**config.mk**
```make
export PLATFORM = sky130hd
export DESIGN_NAME = sctt_ram
export DESIGN_NICKNAME = d
export VERILOG_FILES = /design/src/rtl/assert_macros.svh /design/src/rtl/sctt_ram.sv
export SDC_FILE = /design/constraint.sdc
export NUM_CORES = 1
export LEC_CHECK = 0
export CORE_MARGIN = 10
export CORE_UTILIZATION = 45
export DETAILED_ROUTE_END_ITERATION = 16
export DONT_BUFFER_PORTS = 1
export GPL_ROUTABILITY_DRIVEN = 0
export SETUP_SLACK_MARGIN = 0.15
export SLEW_MARGIN = 20
export SYNTH_ARGS = -nofsm -noshare
export SYNTH_HDL_FRONTEND = slang
export SYNTH_SLANG_ARGS = --single-unit
export TNS_END_PERCENT = 50
```
**constraint.sdc**
```tcl
create_clock -name clk_i -period 1.9 [get_ports clk_i]
set_input_delay 0.38 -clock clk_i [delete_from_list [all_inputs] [get_ports clk_i]]
set_output_delay 0.38 -clock clk_i [all_outputs]
set_load 0.01 [all_outputs]
```
**src/rtl/assert_macros.svh**
```systemverilog
// Assertion macros for the RTL modules; sctt_engine uses them.
// Expects clk_i and rst_ni in the scope where a macro is used.
`ifndef ASSERT_MACROS_SVH
`define ASSERT_MACROS_SVH

// Concurrent check, sampled on clk_i, off while rst_ni is low.
`define SCTT_ASSERT(label, prop) \
  label: assert property (@(posedge clk_i) disable iff (!rst_ni) (prop)) \
    else $error("assertion failed");

// Same-cycle implication.
`define SCTT_ASSERT_IMPLY(label, ante, cons) \
  `SCTT_ASSERT(label, (ante) |-> (cons))

// Next-cycle implication.
`define SCTT_ASSERT_NEXT(label, ante, cons) \
  `SCTT_ASSERT(label, (ante) |=> (cons))

`endif

```
**src/rtl/sctt_ram.sv**
```systemverilog
// Generic single-port synchronous RAM with registered read data.
// No dependencies.
module sctt_ram #(
  parameter int unsigned WIDTH = 8,
  parameter int unsigned DEPTH = 16
) (
  input  logic                     clk_i,
  input  logic                     we_i,
  input  logic [$clog2(DEPTH)-1:0] addr_i,
  input  logic [WIDTH-1:0]         wdata_i,
  output logic [WIDTH-1:0]         rdata_o
);

  logic [WIDTH-1:0] mem_q [DEPTH];
  logic [WIDTH-1:0] rdata_q;

  always_ff @(posedge clk_i) begin
    if (we_i) begin
      mem_q[addr_i] <= wdata_i;
    end
    rdata_q <= mem_q[addr_i];
  end

  assign rdata_o = rdata_q;

endmodule

```
==> results of run 1 <==
==> where the power goes <==
group	internal, mW	switching [mW]	leakage [nW]
combinational	0.109	0.0816	0.434
clock	1.90	1.19	0.275
sequential	3.36	0.0330	1.22
==> flip-flops by register name (all words and copies together) (netlist names) <==
name	cells
mem_q	128
rdata_o	8
==> layer usage <==
metal	global-route usage, %	part of all wire (%)
met5	0	0
met4	6.430	2.0
met3	3.607	5.2
met2	19.54	49
met1	17.86	44
==> worst min path at each step <==
| stage | endpoint | slack [ns] | depth (start not counted) |
|---|---|---|---|
| 2_1_floorplan | mem_q[0][0] | 0.48 | 0 |
| 3_5_place_dp | mem_q[11][3] | 0.48 | 0 |
| 3_3_place_gp | mem_q[14][4] | 0.48 | 0 |
| 6_report | mem_q[5][5] | 0.06 | 0 |
| 5_1_grt | mem_q[1][1] | 0.04 | 0 |
| 4_1_cts | mem_q[0][1] | 0.04 | 0 |
==> per-stage QoR <==
stage / std cells / power (mW) / instance area, µm² / setup slack [ns]
6_report: 414 / 6.667 / 5936 / 0.6094
5_1_grt: 414 / 6.875 / 5936 / 0.5603
4_1_cts: 414 / 6.731 / 5936 / 0.5988
3_5_place_dp: 382 / 3.646 / 5360 / 0.3755
3_3_place_gp: 382 / 3.643 / 5360 / 0.4047
2_1_floorplan: 230 / 3.614 / 5072 / 0.08189
==> area by class of cell <==
type	count	area, µm²	share of cell area, %
Clock buffer	23	511.7	8.621
Clock inverter	9	63.81	1.075
Multi-Input combinational cell	83	1008	16.99
Sequential cell	136	4004	67.45
Tap cell	140	175.2	2.951
Timing Repair Buffer	23	172.7	2.909
==> cell usage after synthesis <==
master | instances | area (µm²)
a22oi_1 | 16 | 120.1
and2_1 | 1 | 6.260
buf_1 | 4 | 15.01
buf_2 | 2 | 10.01
buf_6 | 2 | 22.52
clkbuf_1 | 2 | 7.510
clkbuf_2 | 1 | 5.000
dfxtp_1 | 8 | 160.2
edfxtp_1 | 128 | 3844
mux4_2 | 32 | 720.7
nand2_1 | 9 | 33.78
nand2b_1 | 2 | 12.51
nand3_1 | 1 | 5.000
nand3b_1 | 2 | 15.01
nor2_1 | 13 | 48.80
nor2b_1 | 2 | 12.51
nor3_1 | 4 | 20.02
or3b_2 | 1 | 8.760
==> layout by cell type, fill, tap and decap left out, types with 3 or more instances in the layout <==
master	instances
dfxtp_1	8
clkinv_2	3
a22oi_1	16
clkbuf_1	3
clkinv_4	3
clkbuf_16	20
edfxtp_1	128
mux4_2	32
clkinvlp_4	3
nand2_1	9
nor3_1	3
nor2_1	13
buf_4	23
==> cells by family after synthesis <==
logic type             share of synthesized area [%]
DFF                                            79.01
and+or+nand+nor                                3.210
muxes                                          14.22
AOI/OAI and AO/OA                              2.370
buffers and inverters                          1.185
==> critical path, cell delays in order, from the launching register on <==
cell and delay (ns):
edfxtp_1 0.37, mux4_2 0.49, a22oi_1 0.22, nand2_1 0.09
==> impl_metrics.toml, run 1 <==
[cts]
cts_made_buffers = 17
cts-root-buf = "clkbuf_16"
post-cts-setup-buffers = 0
clkTransAtPathRegs_ns = 0.06
cts_buffer_depth = 2
insertion_delay_ns = 0.41
ctsHtreeMaxLevel = 4
tritoncts = "yes"
hold_buffers = 0
cts_sinks = 136
ctsResizeCount = 0

[run]
cap_violations = 0

[route]
dr.pass1.iters = 4
drc_errors = 0
ant_nets = 0
wl_per_cell_um = 24.36
drt-total-wl_um = 10090
vias_per_cell = 5.659
drt_iter0_markers = 301
dr_total_vias = 2343

[timing]
layout_min_cycle_time_ns = 1.291
fin_crit_sh_pct = 67.92
hold_ws_ns = 0.06122
final.setup.tns_ns = 0
hold_violations = 0
slew_headroom_pct = 60.29
report.final.slew_viol_count = 0
setup_viol = 0
skew_ns = 0.006034
fmax_mhz = 774.9
worst_pin_slew_ns = 0.5935
rsz0062_at_grt = "no"

[layout]
layout.nets = 275
synthToLayoutAreaGrowth_pct = 17.14
drive_gt1_share_pct = 31.39
fill_cells = 819
post-route-util_pct = 54.28
num_antenna_cells = 0

[worst_setup_path]
crit_required_ns = 2.19
rr_worst_depth = 3
crit_fanout = 1
worstSetupStartpointType = "flip-flop"
r2r-end = "rdata_o[5]"
r2r_start = "mem_q[14][5]"
endpoint_kind = "flip-flop"
critPathArrivalTime_ns = 1.58
crit_end = "rdata_o[5]"
rrSetupSlack_ns = 0.61
critPathKind = "reg -> reg"
startpoint = "mem_q[14][5]"

[global_routing]
grt_start_max_net_pins = 40
grt_pass1_wl_um = 15550
grt.total_usage_pct = 13.28
antenna_found_initial = 0
overflow = 0
grt_pass1_vias = 2435

[die]
die_w_um = 126.1
die-area_mm2 = 0.01591
io_pins = 22
die_y_um = 126.1
start_util_pct = 46.34
design.core.area_mm2 = 0.01094
placement_rows = 38

[synthesis]
synth.distinct_cells = 18
syn_area_mm2 = 0.005067
synthesis.instances = 230
syn_nets = 244
ys_ff_latch = 136
yosys_warnings = 0
avgSynthCellArea_um2 = 22.03
ys_seq_area_share_pct = 79.01

[power]
ir_drop_mv = 0.6755
leakage_nw = 1.932
power_density_mw_per_mm2 = 1123

[run_status]
status = "completed"

[min_path]
hold_class = "in -> reg"
hp-start = "wdata_i[5]"

[placed_design]
io_buffers = 0
dpl.hpwl_um = 6302
Power figures use the tool's default switching activity.
==> run 2, diff against run 1 <==
- clock period: 1.9 -> 1.1 ns (I/O delays scaled with it)
==> run 2 against run 1 <==
Against the previous run: critical path type unchanged; register-to-register slack lost 0.81 ns; critical endpoint is now rdata_o[4]; clock skew grew 0.0012 ns; utilization grew 4.9 points; design area grew 9.1%; maximum frequency shrank 0.78%; non-clock buffer count grew 11; the flow now finishes with violations (negative setup slack); clock-buffer cell count shrank 6; first-iteration DRC count shrank 11%; routed wire length shrank 0.75%.
==> impl_metrics.toml, run 2 (synthesis gave the netlist of run 1 again) <==
[run_status]
status = "finished with violations"
failed_checks = "negative setup slack"

[layout]
seqCellArea_mm2 = 0.004019
drive_gt1_share_pct = 44.56
layout.nets = 286
fin_cells = 425
num_antenna_cells = 0
layout_common_cells = "edfxtp_1 (128), mux4_2 (32), clkbuf_16 (17)"
synthToLayoutAreaGrowth_pct = 27.80
final_common_cell = "edfxtp_1"
fill_cells = 786
multi_input_area_mm2 = 0.001225
post-route-util_pct = 59.22
regMostFlops = "mem_q"
largest_reg_flops = 128

[timing]
setup_viol = 8
finalWorstSetupSlack_ns = -0.2008
rsz0062_at_grt = "yes"
skew_ns = 0.007282
slew_headroom_pct = 34.33
fin_crit_sh_pct = 118.3
layout_min_cycle_time_ns = 1.301
hold_ws_ns = 0.1354
report.final.slew_viol_count = 0
fmax_mhz = 768.8
worst_pin_slew_ns = 0.9830
final.setup.tns_ns = -1.322
hold_violations = 0

[worst_setup_path]
critPathArrivalTime_ns = 1.59
critPathKind = "reg -> reg"
worstSetupStartpointType = "flip-flop"
rrSetupSlack_ns = -0.20
r2r-end = "rdata_o[4]"
crit_fanout = 1
endpoint_kind = "flip-flop"
crit_required_ns = 1.38
rr_worst_depth = 3
r2r_start = "mem_q[15][4]"

[min_path]
hp-start = "addr_i[1]"
hold_class = "in -> reg"
hold_path_depth = 3
whs_endpoint = "rdata_o[5]"

[route]
drt-total-wl_um = 10010
dr.pass1.iters = 5
wl_per_cell_um = 23.55
vias_per_cell = 5.633
drt_iter0_markers = 269
dr_total_vias = 2394
ant_nets = 0
drc_errors = 0

[placed_design]
io_buffers = 0
dpl.hpwl_um = 6248
dp_cells = 385

[global_routing]
grt_pass1_vias = 2556
antenna_found_initial = 0
grt.total_usage_pct = 13.11
grt_pass1_wl_um = 15320
overflow = 0
grt_start_max_net_pins = 40

[cts]
tritoncts = "yes"
insertion_delay_ns = 0.41
clkTransAtPathRegs_ns = 0.06
cts_sinks = 136
post-cts-setup-buffers = 0
cts_buffer_depth = 2
cts_made_buffers = 17
cts-root-buf = "clkbuf_16"
ctsHtreeMaxLevel = 4

[power]
power_density_mw_per_mm2 = 1908
finalPower_mw = 12.36
ir_drop_mv = 0.9985
leakage_nw = 2.152

[run]
cap_violations = 0

[die]
placement_rows = 38
design.core.area_mm2 = 0.01094
io_pins = 22
die_y_um = 126.1
die-area_mm2 = 0.01591
start_util_pct = 46.34
die_w_um = 126.1
[run 2: power by group]
part	internal [mW]	leakage (nW)	total (mW)	switching (mW)
clock network	3.98	0.311	5.99	2.01
logic	0.257	0.615	0.504	0.247
registers	5.81	1.23	5.86	0.0587
total	10.0	2.15	12.4	2.31
[run 2: worst max path at each step]
stage	startpoint	endpoint	cells after the start
global route	mem_q[11][1]	rdata_o[1]	3
floorplan	addr_i[2]	mem_q[0][0]	2
finish	mem_q[15][4]	rdata_o[4]	3
CTS	mem_q[15][4]	rdata_o[4]	3
detailed placement	mem_q[3][3]	rdata_o[3]	3
global placement	mem_q[2][3]	rdata_o[3]	3
[run 2: layer usage]
layer	GRT usage (%)	up-vias	part of all wire (%)
met1	15.92	1254	40
met5	0	-	0
li1	-	1052	-
met4	6.162	0	2.1
met2	20.67	73	51
met3	4.488	15	7.1
[run 2: critical path, cell delays in order, from the launching register on]
cell      delay [ns]
edfxtp_1        0.36
mux4_2          0.51
a22oi_2         0.22
nand2_1         0.08
[run 2: final cells by class]
cell class | count | share of cell area (%)
Sequential cell | 136 | 62.06
Multi-Input combinational cell | 83 | 18.91
Clock buffer | 17 | 6.569
Timing Repair Buffer | 34 | 6.549
Clock inverter | 15 | 3.207
Tap cell | 140 | 2.705
[run 2: stage by stage]
stage	cell area [µm²]	setup WS, ns
floorplan	5286	-0.2537
global placement	5677	-0.2666
detailed placement	5677	-0.2819
CTS	6429	-0.1926
global route	6476	-0.2321
finish	6476	-0.2008
[run 2: what timing repair did]
action	4_1_cts	5_1_grt
pin swaps	10	5
cloned	0	0
gates resized for setup	9	20
hold buffers	8	0
endpoints found under the hold margin	128	0
setup endpoints to repair	16	148
==> run 3, diff against run 2 <==
--- a/config.mk
+++ b/config.mk
@@ -6,4 +6,5 @@
 export NUM_CORES = 1
 export LEC_CHECK = 0
+export ABC_CLOCK_PERIOD_IN_PS = 1100
 export CORE_MARGIN = 10
 export CORE_UTILIZATION = 45
@@ -12,5 +13,5 @@
 export GPL_ROUTABILITY_DRIVEN = 0
 export SETUP_SLACK_MARGIN = 0.15
-export SLEW_MARGIN = 20
+export SLEW_MARGIN = 15
 export SYNTH_ARGS = -nofsm -noshare
 export SYNTH_HDL_FRONTEND = slang
==> constraint.sdc (replaced) <==
create_clock -name clk_i -period 1.1 [get_ports clk_i]
set_input_delay 0 -clock clk_i [delete_from_list [all_inputs] [get_ports clk_i]]
set_output_delay 0 -clock clk_i [all_outputs]
set_load 0.01 [all_outputs]
==> run 3 against run 2 <==
Against the previous run: the flow finishes with violations (negative hold slack, negative setup slack); worst setup slack better by 0.051 ns; utilization decreased by 2.6 points; maximum frequency increased by 4.1%; total power shrank 4.5%; routed wire length fell by 0.27%; largest cell class unchanged; design area decreased by 4.5%; register-to-register slack improved by 0.05 ns; clock-buffer cell count rose by 3; highest routed layer unchanged; clock skew rose by 0.0022 ns; cell count fell by 3.8%.
==> impl_metrics.toml, run 3 (synthesis gave the netlist of run 1 again) <==
[layout]
synthToLayoutAreaGrowth_pct = 22.10
layout.nets = 269
final_area_mm2 = 0.006187
largest_reg_flops = 128
drive_gt1_share_pct = 35.82
fin_cells = 409
final_common_cell = "edfxtp_1"
layout_common_cells = "edfxtp_1 (128), mux4_2 (32), clkbuf_16 (17)"
regMostFlops = "mem_q"

[cts]
ctsHtreeMaxLevel = 4
clkTransAtPathRegs_ns = 0.05
tritoncts = "yes"
insertion_delay_ns = 0.41
hold_buffers = 8
cts_sinks = 136
cts_buffer_depth = 2
post-cts-setup-buffers = 0
cts_made_buffers = 17
cts-root-buf = "clkbuf_16"

[worst_setup_path]
crit_fanout = 1
critical_path_buf_inv_count = 0
worstPathCellList = "mux4_2 > a22oi_2 > nand2_1"
critPathKind = "reg -> reg"
crit_path_top_delay_cell = "mux4_2"
slowest_delay_ns = 0.49
worstSetupStartpointType = "flip-flop"
critPathArrivalTime_ns = 1.54
endpoint_kind = "flip-flop"
crit_required_ns = 1.39
critPathTopFamily = "multiplexers"

[global_routing]
grt.total_usage_pct = 12.95
grt_start_max_net_pins = 40
overflow = 0
antenna_found_initial = 1
grt_pass1_wl_um = 15240
grt_pass1_vias = 2451

[power]
pwr-share-comb_pct = 3.9
swShare_pct = 19.20
power_density_mw_per_mm2 = 1908
p_clk_share_pct = 46.4
pwr-share-seq_pct = 49.7
p_int_mw = 9.537
switching_power_mw = 2.266
ir_drop_mv = 1.039
leakage_nw = 1.945

[timing]
rsz0062_at_grt = "yes"
fmax_mhz = 799.9
worst_pin_slew_ns = 0.9642
layout_min_cycle_time_ns = 1.250
report.final.slew_viol_count = 0
skew_ns = 0.009488
setup_viol = 8
slew_headroom_pct = 35.59
hold_violations = 34
hold_ws_ns = -0.09926
fin_crit_sh_pct = 113.6
finalWorstSetupSlack_ns = -0.1501

[route]
ant_nets = 0
dr.pass1.iters = 4
drt-total-wl_um = 9983
wl_per_cell_um = 24.41
drc_errors = 0
drt_iter0_markers = 243
vias_per_cell = 5.633
dr_total_vias = 2304

[die]
die-area_mm2 = 0.01591
start_util_pct = 46.34
io_pins = 22
die_w_um = 126.1
design.core.area_mm2 = 0.01094
placement_rows = 38
die_y_um = 126.1

[placed_design]
preCtsSetupSlack_ns = -0.2258
io_buffers = 0
dpl.hpwl_um = 6046
placed_cell_area_mm2 = 0.005490
dp_cells = 368

[run]
cap_violations = 0

[run_status]
status = "finished with violations"
failed_checks = "negative hold slack, negative setup slack"

[min_path]
hold_class = "in -> reg"
-- run 3: cell types whose count changed in the layout (fill, tap and decap cells not counted), sizes merged --
cell and change:
buf -17, dlygate4sd3 +8, dlymetal6s4s -8, clkbuf +3, bufinv -2, clkinv -1, diode +1
-- run 3: power groups by stage --
| stage | clock [mW] | sequential (mW) | combinational, mW |
|---|---|---|---|
| 6_report | 5.48 | 5.86 | 0.464 |
| 3_5_place_dp | 0 | 5.97 | 0.363 |
| 3_3_place_gp | 0 | 5.97 | 0.361 |
| 4_1_cts | 5.54 | 5.87 | 0.467 |
| 2_1_floorplan | 0 | 5.94 | 0.361 |
| 5_1_grt | 5.78 | 5.87 | 0.497 |
-- run 3: final timing paths --
path,from,to,slack [ns],cells past startpoint
worst min-delay path,addr_i[1],rdata_o[2],-0.1,3
worst max-delay path,mem_q[2][0],rdata_o[0],-0.15,3
worst min register to register,mem_q[4][2],rdata_o[2],0.68,3
worst max register to register,mem_q[2][0],rdata_o[0],-0.15,3
-- run 3: layout make-up --
class	count	area, µm²
Sequential cell	136	4004
Fill cell	820	4748
Clock buffer	20	436.7
Multi-Input combinational cell	83	1214
Clock inverter	12	132.6
Tap cell	140	175.2
Timing Repair Buffer	17	222.7
Antenna cell	1	2.502
-- run 3: repair_timing --
item,4_1_cts,5_1_grt
endpoints found under the setup margin,8,8
gates cloned,0,0
endpoints found under the hold margin,225,61
resized for setup,6,3
pin swaps,2,3
-- run 3: per-layer routing --
metal  vias up  wire [µm]  global-route usage, %
met4         0        115                  5.626
met5         -          0                      0
li1       1016          -                      -
met1      1226       4548                  16.78
met3        12        447                  4.824
met2        50       4871                  19.15
-- run 3: worst register-to-register path, cell delays in order (launching register included) --
cell and delay [ns]:
edfxtp_1 0.37, mux4_2 0.49, a22oi_2 0.20, nand2_1 0.07
-- run 3: through the flow --
stage,TNS [ns],power (mW),hold slack [ns],util (%)
2_1_floorplan,-0.4843,6.303,0.09887,-
3_3_place_gp,-1.699,6.328,0.1001,50.21
3_5_place_dp,-1.782,6.335,0.1006,50.21
4_1_cts,-1.141,11.87,-0.1110,56.42
5_1_grt,-1.411,12.15,-0.1085,56.58
6_report,-1.026,11.80,-0.09926,56.58
