## src/rtl/assert_macros.svh

```systemverilog
// Assertion macros for the RTL modules; sctt_engine uses them.
// Expects clk_i and rst_ni in the scope where a macro is used.
`ifndef ASSERT_MACROS_SVH
`define ASSERT_MACROS_SVH

// Concurrent check, sampled on clk_i, off while rst_ni is low.
`define SCTT_ASSERT(label, prop) \
  label: assert property (@(posedge clk_i) disable iff (!rst_ni) (prop)) \
    else $error("assertion failed");

// Same-cycle implication.
`define SCTT_ASSERT_IMPLY(label, ante, cons) \
  `SCTT_ASSERT(label, (ante) |-> (cons))

// Next-cycle implication.
`define SCTT_ASSERT_NEXT(label, ante, cons) \
  `SCTT_ASSERT(label, (ante) |=> (cons))

`endif

```

## src/rtl/sctt_pkg.sv

```systemverilog
// Package for the session close timer table: widths, codes and defaults.
// No dependencies.
package sctt_pkg;

  localparam int unsigned SESSIONS_DEF   = 1024;
  localparam int unsigned COUNT_W        = 32;
  localparam int unsigned ENTRY_W        = COUNT_W + 1;
  localparam int unsigned SID_W          = 10;
  localparam int unsigned APB_ADDR_W     = 2;
  localparam int unsigned APB_DATA_W     = 32;
  localparam logic [COUNT_W-1:0] RELOAD_RST = 32'd1000;

  localparam logic [APB_ADDR_W-1:0] REG_RELOAD_ADDR = 2'd0;

  localparam logic OP_SCAN = 1'b0;
  localparam logic OP_ARM  = 1'b1;

  typedef enum logic [2:0] {
    S_CLEAR = 3'b001,
    S_IDLE  = 3'b010,
    S_SCAN  = 3'b100
  } eng_state_e;

endpackage

```

## src/rtl/sctt_apb.sv

```systemverilog
// APB register block holding the timer reload value.
// Depends on sctt_pkg.
module sctt_apb
  import sctt_pkg::*;
(
  input  logic                  clk_i,
  input  logic                  rst_ni,
  input  logic                  psel,
  input  logic                  penable,
  input  logic                  pwrite,
  input  logic [APB_ADDR_W-1:0] paddr,
  input  logic [APB_DATA_W-1:0] pwdata,
  output logic [APB_DATA_W-1:0] prdata,
  output logic                  pready,
  output logic [COUNT_W-1:0]    reload_o
);

  logic [COUNT_W-1:0] reload_q;
  logic [COUNT_W-1:0] reload_d;
  logic               hit;

  assign hit = (paddr == REG_RELOAD_ADDR);

  always_comb begin
    reload_d = reload_q;
    if (psel && penable && pwrite && hit) begin
      reload_d = pwdata;
    end
  end

  always_ff @(posedge clk_i or negedge rst_ni) begin
    if (!rst_ni) begin
      reload_q <= RELOAD_RST;
    end else begin
      reload_q <= reload_d;
    end
  end

  assign prdata   = hit ? reload_q : '0;
  assign pready   = 1'b1;
  assign reload_o = reload_q;

endmodule

```

## config.mk

```make
export PLATFORM = sky130hd
export DESIGN_NAME = sctt_apb
export DESIGN_NICKNAME = d
export VERILOG_FILES = /design/src/rtl/assert_macros.svh /design/src/rtl/sctt_pkg.sv /design/src/rtl/sctt_apb.sv
export SDC_FILE = /design/constraint.sdc
export NUM_CORES = 1
export LEC_CHECK = 0
export ABC_AREA = 1
export ABC_CLOCK_PERIOD_IN_PS = 800
export BUFFER_PORTS_ARGS = -buffer_cell sky130_fd_sc_hd__clkbuf_2
export CELL_PAD_IN_SITES_DETAIL_PLACEMENT = 0
export CELL_PAD_IN_SITES_GLOBAL_PLACEMENT = 1
export CORE_ASPECT_RATIO = 1.2
export CORE_MARGIN = 3
export CORE_UTILIZATION = 25
export DETAILED_ROUTE_END_ITERATION = 8
export GPL_TIMING_DRIVEN = 1
export PLACE_DENSITY_LB_ADDON = 0.1
export SYNTH_ARGS = -nofsm -noshare
export SYNTH_HDL_FRONTEND = slang
export SYNTH_SLANG_ARGS = --single-unit
```

## constraint.sdc

```tcl
create_clock -name clk_i -period 0.8 [get_ports clk_i]
set_clock_uncertainty 0.05 [all_clocks]
set_input_delay 0.08 -clock clk_i [delete_from_list [all_inputs] [get_ports clk_i]]
set_output_delay 0.08 -clock clk_i [all_outputs]
set_load 0.02 [all_outputs]
```

==> metrics.md, run 1 <==
| Metric | Value |
|---|---|
| Ports | 104 |
| Internal | 4380 uW |
| CTS tree | yes |
| Rows | 31 |
| Number of global-route vias before repair | 1,922 |
| Failing checks | setup timing |
| Number of diodes | 0 |
| CTS Root Cell | clkbuf_8 |
| Die Y-Extent | 93.5 microns |
| Post-synthesis mux area share | 0% |
| WL met1 | 2.31 mm |
| Hold WS | 0.233 ns |
| Xor and xnor area share after synthesis | 0% |
| Initial antenna violation count | 0 |
| Number of fillers in the final layout | 529 |
| Arr. time, crit path | 1.09 ns |
| Yosys cell types | 13 |
| Max-slew violations | 0 |
| First-pass GRT wire length | 9.40 mm |
| Register area share after synthesis | 50.7% |
| Core Util, Final | 59.7% |
| Net switching power figure | 2510 uW |
| Via count | 1,854 |
| Post-layout nets | 403 |
| Clock sink count | 32 |
| Setup_tns | -16.23 ns |
| Worst path slowest cell | dfstp_2 |
| Mapped Avg Cell Area | 7.52 sq um |
| Leak | 0.00172 uW |
| Wire length on met2 | 3.23 mm |
| Drt wl/cell | 13.5 microns |
| RSZ-0062 raised after global routing | true |
| Net Count, Synth | 251 |
| Worst Path Buf+Inv | 2 |
| CP Class | reg2out |
| Worst EP required | 0.67 ns |
| Syn. warnings | 0 |
| Port Buffers | 102 |
| Total wire length | 6.02 mm |
| Detail Placement HPWL | 3.80 mm |
| Final non-filler cell total | 447 |
| GRT overflow | 0 |
| CTS Buf Count | 5 |
| Largest stage delay on the critical path | 0.56 ns |
| Sw Share | 36.4% |
| Synth Register Bits | 32 |
| Status | complete, but fails checks |
| Top Metal Used | met4 |
| Tot Pwr | 6880 uW |
| Final period util | 153% |
| GPL Wtd Cong | 0.716 |
| Cell Count Post-Placement | 397 |
| VDD IR max | 0.000957 V |
| Largest register FFs | 32 |
| Startpoint Class | flop |
| Simple-Gate Fraction of Synth Area | 34.7% |
| Worst Path Max Fanout | 3 |
| Bufs on Longest Clock Path | 2 |
| Post-synthesis adder-cell area fraction | 0% |
| Cells along the critical path | inv_2 -> nor2_4 -> buf_8 |
| Pre-antenna DRT Iters | 4 |
| Min cycle time layout | 1.22 ns |
| Drt drc | 0 |
| Die Wd | 78.9 microns |
| Synth Cell Area | 0.00159 sq mm |
| Met3 WL post-DR | 425 microns |
| Logic pwr share | 45.9% |
| Total GRT Usage | 16.1% |
| Final Hold Viols | 0 |
| Share of layout cells above drive strength 1 | 64.9% |
| Effective utilization at floorplan | 26.2% |
| Max Clk Rate | 818 MHz |
| Initial drt markers | 65 |
| Worst-Skew Late Latency | 0.28 ns |
| H-tree levels | 2 |
| Core Box Area | 0.00609 sq mm |
| Clock power frac | 18.4% |
| Final WS setup | -0.422 ns |
| Pin count of the biggest net entering global routing | 33 |
| Tightest Hold Check Type | in2reg |
| Antenna Violating Nets Remaining | 0 |
| Max Cap Viol | 0 |
| # setup viols final | 66 |
| Cells after synthesis | 212 |
| Seq pwr share | 35.7% |
| Largest family of logic cells by synthesized area | simple AND/OR/NAND/NOR gates |
| Power Dens Cells | 1890 mW/mm^2 |
| CTS clk-pin slew, worst paths | 0.07 ns |
| Vias per cell | 4.15 |
| Crit-path leading delay family | flip-flops |
| Setup crit end kind | output port |
| Synth-to-layout area growth | 128% |
| Overall die area | 0.00737 sq mm |
| Synth Area in Compound Gates | 0% |
## kinds of logic (layout without fill, tap and decap cells)
kind of cell           after synthesis  in the layout
other                                1              1
AND/OR/NAND/NOR                    132            132
buffers and inverters               47            200
flip-flops                          32             32
## metal layers
layer,global-route usage (%),vias up
met3,4.62,5
met4,4.73,0
met2,27.3,70
li1,-,928
met5,0,-
met1,19.9,851
## cell type report
cell class / count / area, sq um / share of cell area [%]
Clock buffer: 8 / 90.1 / 2.48
Timing Repair Buffer: 158 / 1660 / 45.7
Sequential cell: 32 / 841 / 23.1
Tap cell: 82 / 103 / 2.82
Inverter: 34 / 130 / 3.58
Multi-Input combinational cell: 133 / 812 / 22.3
## worst min-delay path: stages
cell      delay, ns
clkbuf_2       0.10
nor2_4         0.05
buf_4          0.18
nand3_1        0.09
nand2_1        0.05
## layout by cell type (no fill, tap or decap)
cell type and count:
conb_1 1, nand2_1 59, inv_2 32, dfstp_2 6, buf_4 11, nand3_1 32, inv_4 1, buf_6 30
buf_8 39, buf_12 6, nor2_4 34, dlygate4sd3_1 33, inv_1 1, clkbuf_8 7, dfrtp_2 26, clkbuf_2 38
nand2_2 7, clkbuf_1 2
## synthesized netlist by cell type
library cell,count,area [sq um]
nand2_1,65,244
inv_1,33,124
nand3_1,32,160
nor2_1,32,120
dfrtp_1,26,651
buf_4,7,52.6
dfstp_2,6,158
buf_2,3,15.0
buf_6,3,33.8
nor2_4,2,22.5
conb_1,1,3.75
inv_2,1,3.75
nand2_2,1,6.26
## what timing repair did
action	4_1_cts	5_1_grt
pin swaps	18	7
setup buffers	5	5
endpoints found under the setup margin	64	72
hold buffers	33	0
endpoints found under the hold margin	64	0
gates resized for setup	113	116
## power by group through the flow
stage	clock, uW	sequential (uW)	combinational, uW
CTS	1330	2390	2660
floorplan	0	2740	957
detailed placement	0	2360	2100
global placement	0	2350	2090
finish	1270	2460	3160
global route	1420	2510	3380
## through the flow
step	worst slack [ns]	area (sq um)
2_1_floorplan	-0.103	1900
3_3_place_gp	-0.187	2560
3_5_place_dp	-0.207	2560
4_1_cts	-0.439	3390
5_1_grt	-0.476	3640
6_report	-0.422	3640
## path summary, 6_finish.rpt
| path | from | to | slack, ns | depth (start not counted) |
|---|---|---|---|---|
| worst max register to register | reload_o[7] | reload_o[7] | -0.23 | 5 |
| min in group asynchronous | rst_ni | reload_o[18] | 0.25 | 3 |
| worst min-delay path | paddr[1] | reload_o[6] | 0.23 | 5 |
| max in group asynchronous | rst_ni | reload_o[7] | 0.20 | 3 |
| worst min register to register | reload_o[8] | reload_o[8] | 0.43 | 2 |
| worst max-delay path | reload_o[5] | prdata[5] | -0.42 | 3 |
(Power assumes the default switching activity.)
==> inputs of run 2 (changes only) <==
--- a/config.mk
+++ b/config.mk
@@ -8,13 +8,15 @@
 export ABC_AREA = 1
 export ABC_CLOCK_PERIOD_IN_PS = 800
 export BUFFER_PORTS_ARGS = -buffer_cell sky130_fd_sc_hd__clkbuf_2
+export CAP_MARGIN = 20
 export CELL_PAD_IN_SITES_DETAIL_PLACEMENT = 0
 export CELL_PAD_IN_SITES_GLOBAL_PLACEMENT = 1
 export CORE_ASPECT_RATIO = 1.2
 export CORE_MARGIN = 3
-export CORE_UTILIZATION = 25
+export CORE_UTILIZATION = 26
+export CTS_BUF_LIST = sky130_fd_sc_hd__clkbuf_4
 export DETAILED_ROUTE_END_ITERATION = 8
-export GPL_TIMING_DRIVEN = 1
+export GPL_TIMING_DRIVEN = 0
 export PLACE_DENSITY_LB_ADDON = 0.1
 export SYNTH_ARGS = -nofsm -noshare
 export SYNTH_HDL_FRONTEND = slang
==> run 2 against run 1 <==
The run ends with hold timing, setup timing left. First-iteration DRC count down 72%. Combinational power fell by 3%. Wire length decreased by 10%. Sequential power hardly changed. Register-to-register slack improved by 0.17 ns. Via count is essentially flat. Core utilization up 1.5 points. Worst hold slack worse by 0.46 ns. Clock power decreased by 27%. Largest cell class unchanged.
==> metrics.md, run 2 (same netlist as run 1, synthesis figures left out) <==
| Metric | Value |
|---|---|
| CP Class | reg2out |
| Pin count of the biggest net entering global routing | 33 (unchanged) |
| Max Clk Rate | 786 MHz (-4.0%) |
| Final WS setup | -0.473 ns (-0.0504 ns) |
| CTS Buf Count | 5 (unchanged) |
| Max-slew violations | 0 (unchanged) |
| Worst slack at placement | -0.344 ns (-0.137 ns) |
| Via count | 1,855 (+0.054%) |
| CTS clk-pin slew, worst paths | 0.09 ns (+0.02 ns) |
| Number of fillers in the final layout | 517 (-2.3%) |
| Power Dens Cells | 1820 mW/mm^2 (-4.0%) |
| Number of global-route vias before repair | 1,846 (-4.0%) |
| Initial drt markers | 18 (-72%) |
| VDD IR max | 0.000988 V (+3.2%) |
| H-tree levels | 2 (unchanged) |
| Drt wl/cell | 12.2 microns (-9.1%) |
| Relative slew margins | 46.9% |
| Worst EP required | 0.67 ns (about the same) |
| Leak | 0.00167 uW (-2.4%) |
| Dpl cell area | 0.00251 sq mm (-2.1%) |
| GPL Wtd Cong | 0.702 (-2.0%) |
| First-pass GRT wire length | 8.93 mm (-5.1%) |
| GRT overflow | 0 (unchanged) |
| Synth-to-layout area growth | 122% |
| Status | complete, but fails checks |
| Setup crit end kind | output port |
| Worst Path Max Fanout | 3 (unchanged) |
| Effective utilization at floorplan | 27.6% (+1.4 points) |
| Commonest non-fill, non-tap cell in the layout | nand2_1 |
| Overall die area | 0.00711 sq mm (-3.6%) |
| Pre-antenna DRT Iters | 4 (unchanged) |
| Cts hold-fix bufs | 32 (-3.0%) |
| Cell Count Post-Placement | 394 (-0.76%) |
| Arr. time, crit path | 1.14 ns (+0.05 ns) |
| Startpoint Class | flop |
| Failing checks | hold timing, setup timing |
| Total wire length | 5.41 mm (-10%) |
| Drt drc | 0 (unchanged) |
| # setup viols final | 67 (+1.5%) |
| Min cycle time layout | 1.27 ns (+0.0504 ns) |
| Core Box Area | 0.00578 sq mm (-5.1%) |
| Final period util | 159% (+6.3 points) |
| Final Hold Viols | 26 (+26) |
| Initial antenna violation count | 0 (unchanged) |
| Slew @ Worst Pin | 0.796 ns |
| CTS tree | yes |
| Hold WS | -0.229 ns (-0.462 ns) |
| Max Cap Viol | 0 (unchanged) |
| CTS Root Cell | clkbuf_4 |
| Antenna Violating Nets Remaining | 0 (unchanged) |
| Total GRT Usage | 15.4% (-0.68 points) |
| Most frequent cells in the layout | nand2_1, buf_8, clkbuf_2 |
| Share of layout cells above drive strength 1 | 64.9% (about the same) |
| Clock sink count | 32 (unchanged) |
| Vias per cell | 4.20 (+1.2%) |
| Die Y-Extent | 91.8 microns (-1.8%) |
| Worst-Skew Late Latency | 0.32 ns (+0.04 ns) |
| Number of diodes | 0 (unchanged) |
| Port Buffers | 102 (unchanged) |
| Final non-filler cell total | 442 (-1.1%) |
| Post-layout nets | 400 (-0.74%) |
| Tightest Hold Check Type | in2async |
| Ports | 104 (unchanged) |
| Largest register FFs | 32 (unchanged) |
| Bufs on Longest Clock Path | 2 (unchanged) |
| Detail Placement HPWL | 3.60 mm (-5.2%) |
| RSZ-0062 raised after global routing | true |
| Die Wd | 77.5 microns (-1.8%) |
| Fin area | 0.00354 sq mm (-2.7%) |
| Rows | 30 (-3.2%) |
| Tot Pwr | 6430 uW (-6.6%) |
==> run 2: path summary, 6_finish.rpt <==
| kind | startpoint | to | slack (ns) | depth (start not counted) |
|---|---|---|---|---|
| min reg2reg | reload_o[8] | reload_o[8] | 0.43 | 2 |
| max reg2reg | reload_o[5] | reload_o[5] | -0.06 | 3 |
| min in group clk_i | pwrite | reload_o[31] | 0.06 | 5 |
| max | reload_o[6] | prdata[6] | -0.47 | 3 |
| max in group asynchronous | rst_ni | reload_o[13] | 0.38 | 1 |
| min | rst_ni | reload_o[16] | -0.23 | 1 |
==> run 2: stage by stage <==
stage               setup TNS (ns)  utilization [%]
CTS                         -21.42             57.0
global route                -23.00             61.2
finish                      -19.74             61.2
floorplan                   -0.745                -
detailed placement          -18.06             43.4
global placement            -18.23             43.4
==> run 2: worst max-delay path, cell delays in order, from the launching register on <==
cell and delay [ns]:
dfstp_2 0.57, inv_2 0.05, nor2_4 0.08, buf_8 0.11
==> run 2: where the power goes <==
part           switching, uW  internal, uW
logic                   1500          1570
clock network            520           405
registers                393          2050
==> run 2: timing repair <==
action | 4_1_cts | 5_1_grt
endpoints found under the setup margin | 64 | 71
pin swaps | 22 | 10
gates resized for setup | 113 | 114
hold endpoints to repair | 58 | 26
setup buffers | 4 | 4
cloned | 0 | 0
==> run 2: final cells by class <==
class / instances / area [sq um] / share of cell area [%]
multi-input cells: 133 / 810 / 22.9
inverters: 34 / 130 / 3.68
well taps: 80 / 100 / 2.83
clock inverters: 1 / 3.75 / 0.106
plain buffers: 13 / 129 / 3.64
flip-flops and latches: 32 / 841 / 23.8
clock buffers: 7 / 52.6 / 1.49
repair buffers: 142 / 1470 / 41.6
==> run 2: metal layers <==
layer / routed length (microns) / track usage [%]
met1: 2180 / 19.3
met2: 2900 / 27.0
met3: 273 / 3.44
met4: 57 / 3.56
met5: 0 / 0
==> inputs of run 3 (changes only) <==
--- a/config.mk
+++ b/config.mk
@@ -6,14 +6,14 @@
 export NUM_CORES = 1
 export LEC_CHECK = 0
 export ABC_AREA = 1
-export ABC_CLOCK_PERIOD_IN_PS = 800
+export ABC_CLOCK_PERIOD_IN_PS = 1200
 export BUFFER_PORTS_ARGS = -buffer_cell sky130_fd_sc_hd__clkbuf_2
 export CAP_MARGIN = 20
 export CELL_PAD_IN_SITES_DETAIL_PLACEMENT = 0
 export CELL_PAD_IN_SITES_GLOBAL_PLACEMENT = 1
 export CORE_ASPECT_RATIO = 1.2
 export CORE_MARGIN = 3
-export CORE_UTILIZATION = 26
+export CORE_UTILIZATION = 29
 export CTS_BUF_LIST = sky130_fd_sc_hd__clkbuf_4
 export DETAILED_ROUTE_END_ITERATION = 8
 export GPL_TIMING_DRIVEN = 0
==> constraint.sdc (replaced) <==
create_clock -name clk_i -period 1.2 [get_ports clk_i]
set_clock_uncertainty 0.05 [all_clocks]
set_input_delay 0.12 -clock clk_i [delete_from_list [all_inputs] [get_ports clk_i]]
set_output_delay 0.12 -clock clk_i [all_outputs]
set_load 0.02 [all_outputs]
==> run 3 against run 2 <==
The flow finishes with violations (setup timing). Combinational power decreased by 45%. Critical path depth unchanged. Worst setup slack improved by 0.34 ns. Core utilization decreased by 3.6 points. Sequential cell count unchanged. Sequential share of layout area increased by 3.7 points. Cell area decreased by 17%. Clock power decreased by 32%. Sequential power decreased by 38%. Total power decreased by 41%. Final cell count decreased by 0.23%.
==> metrics.md, run 3 (same netlist as run 1, synthesis figures left out) <==
| Metric | Value |
|---|---|
| CTS Root Cell | clkbuf_4 |
| Worst path slowest cell | dfstp_2 |
| GRT overflow | 0 (unchanged) |
| Worst Path Buf+Inv | 2 (unchanged) |
| Max Clk Rate | 749 MHz |
| CP Depth | 3 (unchanged) |
| Arr. time, crit path | 1.16 ns (+0.02 ns) |
| Post-layout nets | 419 (+4.8%) |
| Detail Placement HPWL | 3.38 mm (-6.2%) |
| RSZ-0062 raised after global routing | true |
| First-pass GRT wire length | 7.98 mm (-11%) |
| Cells along the critical path | inv_2 -> nor2_1 -> buf_4 |
| Core Box Area | 0.00511 sq mm (-12%) |
| Synth-to-layout area growth | 84.8% |
| Crit. Startpoint | reload_o[8] |
| Drt wl/cell | 11.6 microns (-4.9%) |
| Largest stage delay on the critical path | 0.56 ns (about the same) |
| Largest register FFs | 32 (unchanged) |
| Initial antenna violation count | 0 (unchanged) |
| Initial drt markers | 67 (+49) |
| Cell Count Post-Placement | 374 (-5.1%) |
| H-tree levels | 2 (unchanged) |
| Port Buffers | 102 (unchanged) |
| Vias per cell | 4.18 (-0.48%) |
| Clock sink count | 32 (unchanged) |
| CTS clk-pin slew, worst paths | 0.10 ns (about the same) |
| Min cycle time layout | 1.33 ns |
| Setup_tns | -0.960 ns (+18.78 ns) |
| Core Util, Final | 57.6% (-3.6 points) |
| Power Dens Cells | 1300 mW/mm^2 (-29%) |
| Total GRT Usage | 16.0% (+0.56 points) |
| Ports | 104 (unchanged) |
| Setup crit end kind | output port |
| Status | complete, but fails checks |
| Fin area | 0.00295 sq mm (-17%) |
| Most frequent cells in the layout | nand2_1, clkbuf_2, buf_4 |
| Slew @ Worst Pin | 0.795 ns (-0.00169 ns) |
| Failing checks | setup timing |
| Total wire length | 5.14 mm (-5.1%) |
| Rows | 28 (-6.7%) |
| Final period util | 111% |
| Crit path to | prdata[8] |
| CTS Buf Count | 5 (unchanged) |
| Final non-filler cell total | 441 (-0.23%) |
| Worst-Skew Late Latency | 0.32 ns (about the same) |
| Die Wd | 73.7 microns (-4.9%) |
| Dpl cell area | 0.00218 sq mm (-13%) |
| Via count | 1,842 (-0.70%) |
| VDD IR max | 0.000583 V (-41%) |
| Relative slew margins | 47.0% (+0.11 points) |
| Leak | 0.00169 uW (+0.82%) |
| Final Hold Viols | 0 (-100%) |
| Crit-path leading delay family | flip-flops |
| Number of diodes | 0 (unchanged) |
| RR Startpoint | reload_o[8] |
| Effective utilization at floorplan | 31.2% (+3.6 points) |
| Hold WS | 0.115 ns (+0.344 ns) |
| Overall die area | 0.00643 sq mm (-9.6%) |
| Worst r2r dst | reload_o[8] |
| Share of layout cells above drive strength 1 | 43.3% (-22 points) |
| Die Y-Extent | 87.2 microns (-5.0%) |
| CTS tree | yes |
| Pin count of the biggest net entering global routing | 33 (unchanged) |
| Bufs on Longest Clock Path | 2 (unchanged) |
| Commonest non-fill, non-tap cell in the layout | nand2_1 |
| Worst Path Max Fanout | 2 (-1) |
| Worst R2R Path Depth | 4 (+1) |
| Number of global-route vias before repair | 1,673 (-9.4%) |
| Antenna Violating Nets Remaining | 0 (unchanged) |
| Max Cap Viol | 0 (unchanged) |
| Tightest Hold Check Type | in2reg |
| GPL Wtd Cong | 0.770 (+9.7%) |
| Worst EP required | 1.03 ns (+0.36 ns) |
| Final WS setup | -0.135 ns (+0.338 ns) |
| Drt drc | 0 (unchanged) |
| R2R setup slack | 0.25 ns (+0.31 ns) |
| CP Class | reg2out |
| Max-slew violations | 0 (unchanged) |
| Startpoint Class | flop |
| Pre-antenna DRT Iters | 4 (unchanged) |
| # setup viols final | 12 (-82%) |
run 3: cell types whose count changed in the layout (fill, tap and decap cells not counted), sizes merged:
| cell | before | now |
|---|---|---|
| dlygate4sd3 | 32 | 33 |
| clkbuf | 47 | 70 |
| buf | 83 | 78 |
run 3: worst min path at each step:
stage	slack [ns]	end	from	cells after the start
3_3_place_gp	0.21	reload_o[11]	rst_ni	1
5_1_grt	0.11	reload_o[26]	penable	5
2_1_floorplan	-0.23	reload_o[0]	rst_ni	0
4_1_cts	0.09	reload_o[26]	penable	5
3_5_place_dp	0.21	reload_o[13]	rst_ni	1
6_report	0.12	reload_o[26]	penable	5
run 3: tightest hold or removal path: stages:
cell and delay (ns):
clkbuf_2 0.08, nand2_1 0.09, nor2_4 0.06, nand3_1 0.06
nand2_1 0.05
run 3: repair_timing:
item / 4_1_cts / 5_1_grt
setup buffers: 10 / 16
hold endpoints to repair: 58 / 0
hold buffers: 33 / 0
pin swaps: 20 / 10
setup endpoints to repair: 33 / 39
resized for setup: 43 / 57
run 3: area by class of cell:
class	instances	area, sq um
clock inverters	1	3.75
multi-input cells	133	567
plain buffers	13	101
clock buffers	7	52.6
flip-flops and latches	32	808
inverters	34	128
fillers	496	2170
repair buffers	161	1210
well taps	60	75.1
run 3: metal layers:
layer / up-vias / GRT usage [%] / wire, microns
li1: 963 / - / -
met1: 813 / 20.8 / 2260
met2: 64 / 26.5 / 2560
met3: 2 / 4.04 / 291
met4: 0 / 3.95 / 29
met5: - / 0 / 0
run 3: power breakdown:
group | switching [uW] | internal, uW
sequential | 177 | 1330
clock | 356 | 271
combinational | 865 | 818
total | 1400 | 2420
run 3: through the flow:
step / total power [uW] / setup WS (ns)
floorplan: 2210 / 0.105
global placement: 2660 / -0.0225
detailed placement: 2680 / -0.0186
CTS: 3610 / -0.160
global route: 4080 / -0.197
finish: 3820 / -0.135
